**src/design/dwm_pkg.sv**
```systemverilog
package dwm_pkg;

  localparam int NUM_MATCHPOINTS = 8;
  localparam int NUM_WATCHPOINTS = 11;
  localparam int DATA_WIDTH      = 32;
  localparam int COUNTER_WIDTH   = 16;

  localparam int MP_SLOTS   = 8;
  localparam int CFG_IDX_W  = 3;
  localparam int CFG_DATA_W = 64;
  localparam int MODE_W     = 24;
  localparam int WCTL_W     = 24;
  localparam int TGT_W      = 32;

  // configuration register indexes
  localparam logic [CFG_IDX_W-1:0] REG_VPAIR_01    = 3'd0;
  localparam logic [CFG_IDX_W-1:0] REG_VPAIR_23    = 3'd1;
  localparam logic [CFG_IDX_W-1:0] REG_VPAIR_45    = 3'd2;
  localparam logic [CFG_IDX_W-1:0] REG_VPAIR_67    = 3'd3;
  localparam logic [CFG_IDX_W-1:0] REG_MATCH_CTL   = 3'd4;
  localparam logic [CFG_IDX_W-1:0] REG_MODE        = 3'd5;
  localparam logic [CFG_IDX_W-1:0] REG_WATCH_CTL   = 3'd6;
  localparam logic [CFG_IDX_W-1:0] REG_CNT_TARGETS = 3'd7;

  // access kinds
  localparam logic [2:0] KIND_FETCH_ADDR = 3'd0;
  localparam logic [2:0] KIND_LOAD_ADDR  = 3'd1;
  localparam logic [2:0] KIND_STORE_ADDR = 3'd2;
  localparam logic [2:0] KIND_LOAD_DATA  = 3'd3;
  localparam logic [2:0] KIND_STORE_DATA = 3'd4;

  // compare conditions
  localparam logic [2:0] COND_MASKED = 3'd0;
  localparam logic [2:0] COND_EQ     = 3'd1;
  localparam logic [2:0] COND_LT     = 3'd2;
  localparam logic [2:0] COND_LE     = 3'd3;
  localparam logic [2:0] COND_GT     = 3'd4;
  localparam logic [2:0] COND_GE     = 3'd5;
  localparam logic [2:0] COND_NE     = 3'd6;

  // compare targets
  localparam logic [2:0] TGT_FETCH_ADDR = 3'd1;
  localparam logic [2:0] TGT_LOAD_ADDR  = 3'd2;
  localparam logic [2:0] TGT_STORE_ADDR = 3'd3;
  localparam logic [2:0] TGT_LOAD_DATA  = 3'd4;
  localparam logic [2:0] TGT_STORE_DATA = 3'd5;
  localparam logic [2:0] TGT_LS_ADDR    = 3'd6;
  localparam logic [2:0] TGT_LS_DATA    = 3'd7;

  // chain modes
  localparam logic [1:0] CHAIN_PLAIN = 2'd0;
  localparam logic [1:0] CHAIN_AND   = 2'd1;
  localparam logic [1:0] CHAIN_OR    = 2'd2;

  typedef struct packed {
    logic [2:0]  access_kind;
    logic [31:0] access_value;
    logic        new_cycle;
  } dwm_in_t;

  typedef struct packed {
    logic        stop_cpu;
    logic [10:0] fired_bits;
    logic [15:0] count_zero;
    logic [15:0] count_one;
  } dwm_out_t;

endpackage

```
**src/design/dwm_in_if.sv**
```systemverilog
interface dwm_in_if;
  logic             valid;
  logic             ready;
  dwm_pkg::dwm_in_t data;

  modport source(output valid, output data, input ready);
  modport sink(input valid, input data, output ready);
endinterface

```
**src/design/dwm_out_if.sv**
```systemverilog
interface dwm_out_if;
  logic              valid;
  logic              ready;
  dwm_pkg::dwm_out_t data;

  modport source(output valid, output data, input ready);
  modport sink(input valid, input data, output ready);
endinterface

```
**src/design/debug_watchpoint_matcher.sv**
```systemverilog
// channel  | dir | handshake          | payload
// in_ch    | in  | valid/ready        | access_kind, access_value, new_cycle
// out_ch   | out | valid/ready        | stop_cpu, fired_bits, count_zero, count_one
// cfg_*    | in  | cfg_we, no ready   | cfg_idx, cfg_data
//
// An accepted request is held in the input register, then makes one pass
// through the matchpoint compares and the watchpoint chain into the result register.
// One request per cycle sustained unless the output stalls; the fired record and both
// counters update as the result register loads. A stalled result holds the input
// register, which still takes a request if the output frees in the same cycle.
// Reset (rst_n low, synchronous) empties both stages and clears state and config.
module debug_watchpoint_matcher (
  input  logic                                   clk,
  input  logic                                   rst_n,
  dwm_in_if.sink                                 in_ch,
  dwm_out_if.source                              out_ch,
  input  logic                                   cfg_we,
  input  logic [dwm_pkg::CFG_IDX_W-1:0]          cfg_idx,
  input  logic [dwm_pkg::CFG_DATA_W-1:0]         cfg_data
);

  localparam int DW = dwm_pkg::DATA_WIDTH;
  localparam int CW = dwm_pkg::COUNTER_WIDTH;
  localparam int NW = dwm_pkg::NUM_WATCHPOINTS;

  // configuration
  logic [dwm_pkg::CFG_DATA_W-1:0] vpair_r [4];
  logic [dwm_pkg::CFG_DATA_W-1:0] match_ctl_r;
  logic [dwm_pkg::MODE_W-1:0]     mode_r;
  logic [dwm_pkg::WCTL_W-1:0]     wctl_r;
  logic [dwm_pkg::TGT_W-1:0]      tgt_r;

  // pipeline
  logic                 s1_valid_r;
  dwm_pkg::dwm_in_t     s1_data_r;
  logic                 out_valid_r;
  dwm_pkg::dwm_out_t    out_data_r;
  logic                 advance;

  // state
  logic [NW-1:0]        fired_r;
  logic [CW-1:0]        cnt_a_r;
  logic [CW-1:0]        cnt_b_r;

  logic [NW-1:0]        fired_nxt;
  logic [CW-1:0]        cnt_a_nxt;
  logic [CW-1:0]        cnt_b_nxt;
  logic                 stop_nxt;

  function automatic logic target_applies(input logic [2:0] kind, input logic [2:0] ct);
    logic r;
    case (kind)
      dwm_pkg::KIND_FETCH_ADDR: r = (ct == dwm_pkg::TGT_FETCH_ADDR);
      dwm_pkg::KIND_LOAD_ADDR:  r = (ct == dwm_pkg::TGT_LOAD_ADDR) ||
                                    (ct == dwm_pkg::TGT_LS_ADDR);
      dwm_pkg::KIND_STORE_ADDR: r = (ct == dwm_pkg::TGT_STORE_ADDR) ||
                                    (ct == dwm_pkg::TGT_LS_ADDR);
      dwm_pkg::KIND_LOAD_DATA:  r = (ct == dwm_pkg::TGT_LOAD_DATA) ||
                                    (ct == dwm_pkg::TGT_LS_DATA);
      dwm_pkg::KIND_STORE_DATA: r = (ct == dwm_pkg::TGT_STORE_DATA) ||
                                    (ct == dwm_pkg::TGT_LS_DATA);
      default:                  r = 1'b0;
    endcase
    return r;
  endfunction

  function automatic logic mp_match(input logic [7:0] ctl, input logic [2:0] kind,
                                    input logic [DW-1:0] val, input logic [DW-1:0] ref_v);
    logic [DW-1:0] a;
    logic [DW-1:0] b;
    logic          r;
    a = {val[DW-1] ^ ctl[4], val[DW-2:0]};
    b = {ref_v[DW-1] ^ ctl[4], ref_v[DW-2:0]};
    case (ctl[3:1])
      dwm_pkg::COND_MASKED: r = (val & ref_v) != '0;
      dwm_pkg::COND_EQ:     r = (val == ref_v);
      dwm_pkg::COND_LT:     r = (a < b);
      dwm_pkg::COND_LE:     r = (a <= b);
      dwm_pkg::COND_GT:     r = (a > b);
      dwm_pkg::COND_GE:     r = (a >= b);
      dwm_pkg::COND_NE:     r = (val != ref_v);
      default:              r = 1'b0;
    endcase
    return ctl[0] && target_applies(kind, ctl[7:5]) && r;
  endfunction

  function automatic logic chain_fn(input logic [1:0] cm, input logic c1, input logic c2);
    logic r;
    case (cm)
      dwm_pkg::CHAIN_PLAIN: r = c1;
      dwm_pkg::CHAIN_AND:   r = c1 & c2;
      dwm_pkg::CHAIN_OR:    r = c1 | c2;
      default:              r = 1'b0;
    endcase
    return r;
  endfunction

  // configuration writes
  always_ff @(posedge clk) begin
    if (!rst_n) begin
      for (int k = 0; k < 4; k++) begin
        vpair_r[k] <= '0;
      end
      match_ctl_r <= '0;
      mode_r      <= '0;
      wctl_r      <= '0;
      tgt_r       <= '0;
    end else if (cfg_we) begin
      case (cfg_idx)
        dwm_pkg::REG_VPAIR_01:    vpair_r[0]  <= cfg_data;
        dwm_pkg::REG_VPAIR_23:    vpair_r[1]  <= cfg_data;
        dwm_pkg::REG_VPAIR_45:    vpair_r[2]  <= cfg_data;
        dwm_pkg::REG_VPAIR_67:    vpair_r[3]  <= cfg_data;
        dwm_pkg::REG_MATCH_CTL:   match_ctl_r <= cfg_data;
        dwm_pkg::REG_MODE:        mode_r      <= cfg_data[dwm_pkg::MODE_W-1:0];
        dwm_pkg::REG_WATCH_CTL:   wctl_r      <= cfg_data[dwm_pkg::WCTL_W-1:0];
        dwm_pkg::REG_CNT_TARGETS: tgt_r       <= cfg_data[dwm_pkg::TGT_W-1:0];
        default: ;
      endcase
    end
  end

  // handshake
  assign advance      = !out_valid_r || out_ch.ready;
  assign in_ch.ready  = !s1_valid_r || advance;
  assign out_ch.valid = out_valid_r;
  assign out_ch.data  = out_data_r;

  // evaluation
  logic [dwm_pkg::MP_SLOTS-1:0] mp_hit;
  logic [NW-1:0]                m;
  logic [NW-1:0]                first;
  logic [NW-1:0]                fired_base;
  logic [NW-1:0]                sel_b;
  logic                         eval_en;
  logic                         single_step;
  logic [CW-1:0]                cnt_a8;
  logic [CW-1:0]                cnt_b9;
  logic [CW-1:0]                tgt_a;
  logic [CW-1:0]                tgt_b;

  always_comb begin
    mp_hit = '0;
    for (int i = 0; i < dwm_pkg::NUM_MATCHPOINTS; i++) begin
      mp_hit[i] = mp_match(match_ctl_r[8*i +: 8], s1_data_r.access_kind,
                           s1_data_r.access_value[DW-1:0],
                           vpair_r[i/2][32*(i%2) +: DW]);
    end
  end

  assign fired_base  = s1_data_r.new_cycle ? '0 : fired_r;
  assign single_step = mode_r[1] && mode_r[0] &&
                       (s1_data_r.access_kind == dwm_pkg::KIND_FETCH_ADDR);
  assign eval_en     = mode_r[1] && !single_step && (wctl_r[23:2] != '0);
  assign sel_b       = wctl_r[2 +: NW];
  assign tgt_a       = tgt_r[CW-1:0];
  assign tgt_b       = tgt_r[16 +: CW];

  always_comb begin
    m    = '0;
    m[0] = chain_fn(mode_r[3:2], mp_hit[0], mp_hit[0]);
    for (int i = 1; i < 8; i++) begin
      m[i] = chain_fn(mode_r[2+2*i +: 2], mp_hit[i], fired_base[i-1] | m[i-1]);
    end
    first[7:0] = m[7:0] & ~fired_base[7:0];
    cnt_a8 = cnt_a_r + (wctl_r[0] ? CW'($countones(first[7:0] & ~sel_b[7:0])) : '0);
    m[8] = chain_fn(mode_r[19:18], cnt_a8 == tgt_a, fired_base[7] | m[7]);
    first[8] = m[8] & ~fired_base[8];
    cnt_b9 = cnt_b_r + (wctl_r[1] ? CW'($countones(first[8:0] & sel_b[8:0])) : '0);
    m[9] = chain_fn(mode_r[21:20], cnt_b9 == tgt_b, fired_base[8] | m[8]);
    // external watchpoint never matches
    m[10] = 1'b0;
    if (!eval_en) begin
      m = '0;
    end
    first = m & ~fired_base;
    fired_nxt = fired_base | m;
    cnt_a_nxt = cnt_a_r + (wctl_r[0] ? CW'($countones(first & ~sel_b)) : '0);
    cnt_b_nxt = cnt_b_r + (wctl_r[1] ? CW'($countones(first & sel_b)) : '0);
    stop_nxt  = single_step || ((m & wctl_r[13 +: NW]) != '0);
  end

  // stage registers
  always_ff @(posedge clk) begin
    if (!rst_n) begin
      s1_valid_r  <= 1'b0;
      out_valid_r <= 1'b0;
      fired_r     <= '0;
      cnt_a_r     <= '0;
      cnt_b_r     <= '0;
    end else begin
      if (in_ch.ready) begin
        s1_valid_r <= in_ch.valid;
      end
      if (advance) begin
        out_valid_r <= s1_valid_r;
      end
      if (s1_valid_r && advance) begin
        fired_r <= fired_nxt;
        cnt_a_r <= cnt_a_nxt;
        cnt_b_r <= cnt_b_nxt;
      end
    end
  end

  always_ff @(posedge clk) begin
    if (in_ch.valid && in_ch.ready) begin
      s1_data_r <= in_ch.data;
    end
    if (s1_valid_r && advance) begin
      out_data_r.stop_cpu   <= stop_nxt;
      out_data_r.fired_bits <= fired_nxt;
      out_data_r.count_zero <= 16'(cnt_a_nxt);
      out_data_r.count_one  <= 16'(cnt_b_nxt);
    end
  end

  a_reset_empties: assert property (@(posedge clk)
    !rst_n |=> !out_ch.valid && !s1_valid_r)
    else $error("pipeline not empty after reset");

  a_no_bubble: assert property (@(posedge clk) disable iff (!rst_n)
    out_ch.ready |-> in_ch.ready)
    else $error("input stalled while output drains");

  a_ext_never_fires: assert property (@(posedge clk) disable iff (!rst_n)
    out_ch.valid |-> !out_ch.data.fired_bits[10])
    else $error("external watchpoint fired");

  a_counters_hold: assert property (@(posedge clk) disable iff (!rst_n)
    (s1_valid_r && advance && (wctl_r[1:0] == 2'b00)) |=>
      (cnt_a_r == $past(cnt_a_r)) && (cnt_b_r == $past(cnt_b_r)))
    else $error("counter moved while disabled");

endmodule
```
**src/flat_wrapper.sv**
```systemverilog
// flat-port wrapper written by rule: the top's interface ports become plain ports
module debug_watchpoint_matcher_flat 
  (clk, rst_n, cfg_we, cfg_idx, cfg_data, in_ch_valid, in_ch_data, in_ch_ready, out_ch_valid, out_ch_data, out_ch_ready);
  dwm_in_if in_ch_i ();
  dwm_out_if out_ch_i ();
  input  logic clk;
  input  logic rst_n;
  input  logic cfg_we;
  input  logic [dwm_pkg::CFG_IDX_W-1:0] cfg_idx;
  input  logic [dwm_pkg::CFG_DATA_W-1:0] cfg_data;
  input wire logic [$bits(in_ch_i.valid)-1:0] in_ch_valid;
  input wire logic [$bits(in_ch_i.data)-1:0] in_ch_data;
  output wire logic [$bits(in_ch_i.ready)-1:0] in_ch_ready;
  output wire logic [$bits(out_ch_i.valid)-1:0] out_ch_valid;
  output wire logic [$bits(out_ch_i.data)-1:0] out_ch_data;
  input wire logic [$bits(out_ch_i.ready)-1:0] out_ch_ready;
  assign in_ch_i.valid = in_ch_valid;
  assign in_ch_i.data = in_ch_data;
  assign in_ch_ready = in_ch_i.ready;
  assign out_ch_valid = out_ch_i.valid;
  assign out_ch_data = out_ch_i.data;
  assign out_ch_i.ready = out_ch_ready;
  debug_watchpoint_matcher u_core (.clk(clk), .rst_n(rst_n), .in_ch(in_ch_i), .out_ch(out_ch_i), .cfg_we(cfg_we), .cfg_idx(cfg_idx), .cfg_data(cfg_data));
endmodule
```
**config.mk**
```make
export PLATFORM = sky130hd
export DESIGN_NAME = debug_watchpoint_matcher_flat
export DESIGN_NICKNAME = d
export VERILOG_FILES = /design/src/design/dwm_pkg.sv /design/src/design/dwm_in_if.sv /design/src/design/dwm_out_if.sv /design/src/design/debug_watchpoint_matcher.sv /design/src/flat_wrapper.sv
export SDC_FILE = /design/constraint.sdc
export NUM_CORES = 1
export LEC_CHECK = 0
export BUFFER_PORTS_ARGS = -buffer_cell sky130_fd_sc_hd__buf_2
export CAP_MARGIN = 20
export CORE_MARGIN = 10
export CORE_UTILIZATION = 50
export DETAILED_ROUTE_END_ITERATION = 12
export HOLD_SLACK_MARGIN = 0.08
export PLACE_DENSITY = 0.78
export SKIP_CTS_REPAIR_TIMING = 1
export SLEW_MARGIN = 15
export SYNTH_ARGS = -nofsm -noshare
export SYNTH_HDL_FRONTEND = slang
export SYNTH_SLANG_ARGS = --single-unit
export TNS_END_PERCENT = 10
```
**constraint.sdc**
```tcl
create_clock -name clk -period 15.7 [get_ports clk]
set_clock_uncertainty 0.15 [all_clocks]
set_input_delay 3.14 -clock clk [delete_from_list [all_inputs] [get_ports clk]]
set_output_delay 3.14 -clock clk [all_outputs]
set_load 0.01 [all_outputs]
```
==> key figures <==
Logic synthesis
  • Post-synth cell types: 81
  • Post-synth EDFFs: 336
  • Synth Area per Inst: 9.91 µm²
  • Largest cells by area after synthesis: edfxtp_1, ha_1, dfxtp_1
  • FFs w/ async S/R, synth: 0%
  • Number of synthesized register bits: 523
  • Largest area contributor in the synthesized netlist: edfxtp_1
  • Syn nets: 4,121
  • Cells after Synth: 3,443
  • Post-synthesis instance area: 34,100 µm²
  • Ys flop type: edfxtp_1
  • Post-synthesis sequential area ratio: 40.5%
  • Synth warn: 0
  • Top cell type's share of synthesized area: 29.6%

Route
  • DRT Wirelength: 105 mm
  • Routed via count: 28,004
  • Via/cell ratio: 5.66
  • Post-route ant nets: 0
  • Drt first-iter violations: 2,197
  • DRT Pass-1 Iters: 6
  • DRC violations left: 0
  • Wire per inst: 21.2 µm

Worst setup path
  • Crit Path Class: register to register
  • Startpoint Class: register
  • Worst EP arrival: 16,640 ps
  • Crit path required time: 16,060 ps
  • Crit-path max cell delay: 570 ps
  • Crit path from: u_core.s1_data_r[30]
  • Cell mode on critical path: inv_2
  • Worst r2r src: u_core.s1_data_r[30]
  • CP Max Fanout: 7
  • Slowest cell on crit path: or4_4
  • Worst Setup End Kind: register
  • R2R depth: 81

Floorplan
  • Num rows: 95
  • Core Region: 67,400 µm²
  • I/O pins: 154
  • Die W: 281 µm
  • Die height: 281 µm
  • Initial core utilization: 50.6%
  • Die area: 79,100 µm²

Run status
  • Run status: finished with violations
  • Failing checks: negative setup slack

Timing
  • Fmax: 61.4 MHz
  • Fin. max-slew vios: 0
  • Setup-failing EPs final: 49
  • Relative slew slack: 26.4%
  • Final worst slack: -583 ps
  • Tcrit/Tclk final: 104%
  • Final Hold Slack: 308 ps
  • Tmin final: 16,280 ps
  • Worst-margin pin slew: 1100 ps
  • Final Hold Vio Count: 0
  • RSZ-0062 raised after global routing: yes

Place
  • HPWL after detailed placement: 75.3 mm
  • RePlAce Congestion: 0.971
  • Port-buffer cells: 153

Clock network
  • Worst-skew pair later-pin latency: 650 ps
  • CTS tree: done
  • H-tree depth: 2
  • Clock-pin slew on the worst setup and hold paths: 60 ps
  • CTS root buf: clkbuf_16
  • Cts bufs inserted: 59
  • CTS Sinks: 523
  • Clk buf depth: 3

Finish
  • Area delta synth->final: 23.6%
  • Core Util, Final: 62.6%
  • Most frequent cells in the layout: ha_1, buf_4, nand2_1
  • Share of cells above drive strength 1: 21.7%
  • Post-layout nets: 4,701
  • Most common cell after layout, fill and taps aside: ha_1
  • Fill count: 5,267

Global routing
  • Remaining global-route overflow: 0
  • GRT Overall Usage: 25.6%
  • Number of global-route vias before repair: 27,614
  • Largest net degree at the start of global routing: 102
  • First-pass GRT wire length: 157 mm
  • Initial antenna violation count: 5

Min path
  • Hold path start: u_core.fired_r[8]
  • Min-Delay Path Depth: 2
  • Min-Delay Path Class: register to register

Job
  • Max-cap viol count: 0

Power
  • IR Drop Worst-Case VDD: 0.0849 mV
  • Leak Pwr: 0.0184 µW
  • Pwr dens: 83.7 nW/µm²
## stage by stage
step                      power [µW]  setup TNS, ps  worst slack (ps)  instances  instance area [µm²]
after floorplan                 1850              0              37.6       3443                34200
after global placement          2090         -21280              -594       4799                39100
after detailed placement        2110         -29410              -756       4800                39200
after CTS                       3520         -35090              -889       4912                41200
after global routing            3660         -57870             -1310       4947                42200
final                           3530         -17430              -583       4950                42200
## layout make-up
cell class	instances	area, µm²	share of cell area (%)
flip-flops and latches	523	13800	32.8
clock inverters	26	185	0.439
clock buffers	86	1820	4.31
inverters	336	1260	2.99
multi-input cells	2474	19500	46.2
repair buffers	629	4480	10.6
diodes	3	7.51	0.0178
well taps	873	1090	2.59
## state kept, by name, summed over array words and instances, names as in the netlist
name / count
u_core.cnt_b_r: 16
u_core.fired_r: 11
u_core.mode_r: 22
u_core.cnt_a_r: 16
u_core.out_ch.data: 44
u_core.out_ch.valid: 1
u_core.wctl_r: 24
u_core.vpair_r: 256
u_core.s1_valid_r: 1
u_core.tgt_r: 32
u_core.s1_data_r: 36
u_core.match_ctl_r: 64
## power breakdown
| group | switching (µW) | internal [µW] |
|---|---|---|
| Sequential | 45.5 | 1530 |
| Clock | 596 | 820 |
| Combinational | 301 | 239 |
## critical path, delay by kind of cell, from the launching register on
family          cells  cell delay, ps
compound gates     19            2980
simple gates       33            5500
buf+inv            11             930
fa+ha+maj          17            6040
xor+xnor            1              80
flops               1             450
## layer usage
metal	up-vias	wire, µm	track usage (%)
li1	13109	-	-
met1	13504	41700	31.7
met2	1141	50200	43.9
met3	250	8160	4.02
met4	0	5110	10.5
met5	-	0	0
## worst paths after layout
check,end,slack [ps]
setup / recovery,u_core.cnt_a_r[11],-580
hold / removal,u_core.fired_r[8],310
setup reg to reg,u_core.cnt_a_r[11],-580
hold reg to reg,u_core.fired_r[8],310
## cell usage after synthesis, drive strengths merged, types with 8 or more instances
master     n
ha       545
nand2    415
edfxtp   336
inv      336
and2     296
dfxtp    187
a21boi   156
clkbuf   107
nor2     105
a21oi    102
nor4      75
o21ai     74
nand4     67
xnor2     64
nand3     62
nor3      55
nand2b    42
a21o      40
nor2b     39
xor2      38
fa        25
a211oi    24
and3      17
o211ai    17
or3       17
nor3b     15
a31oi     13
o21a      13
o221ai    11
o31ai     10
nand3b     9
and4       8
o2111ai    8
or4        8
## kinds of logic after synthesis
family / count (synthesis) / share of synthesized area [%]
muxes: 7 / 0.205
buffers and inverters: 446 / 4.91
and+or+nand+nor: 1253 / 19.1
xor gates and xnor gates: 102 / 2.62
DFF: 523 / 40.5
adders and majority gates: 570 / 21.4
AOI/OAI and AO/OA: 542 / 11.1
Power figures use the tool's default switching activity.
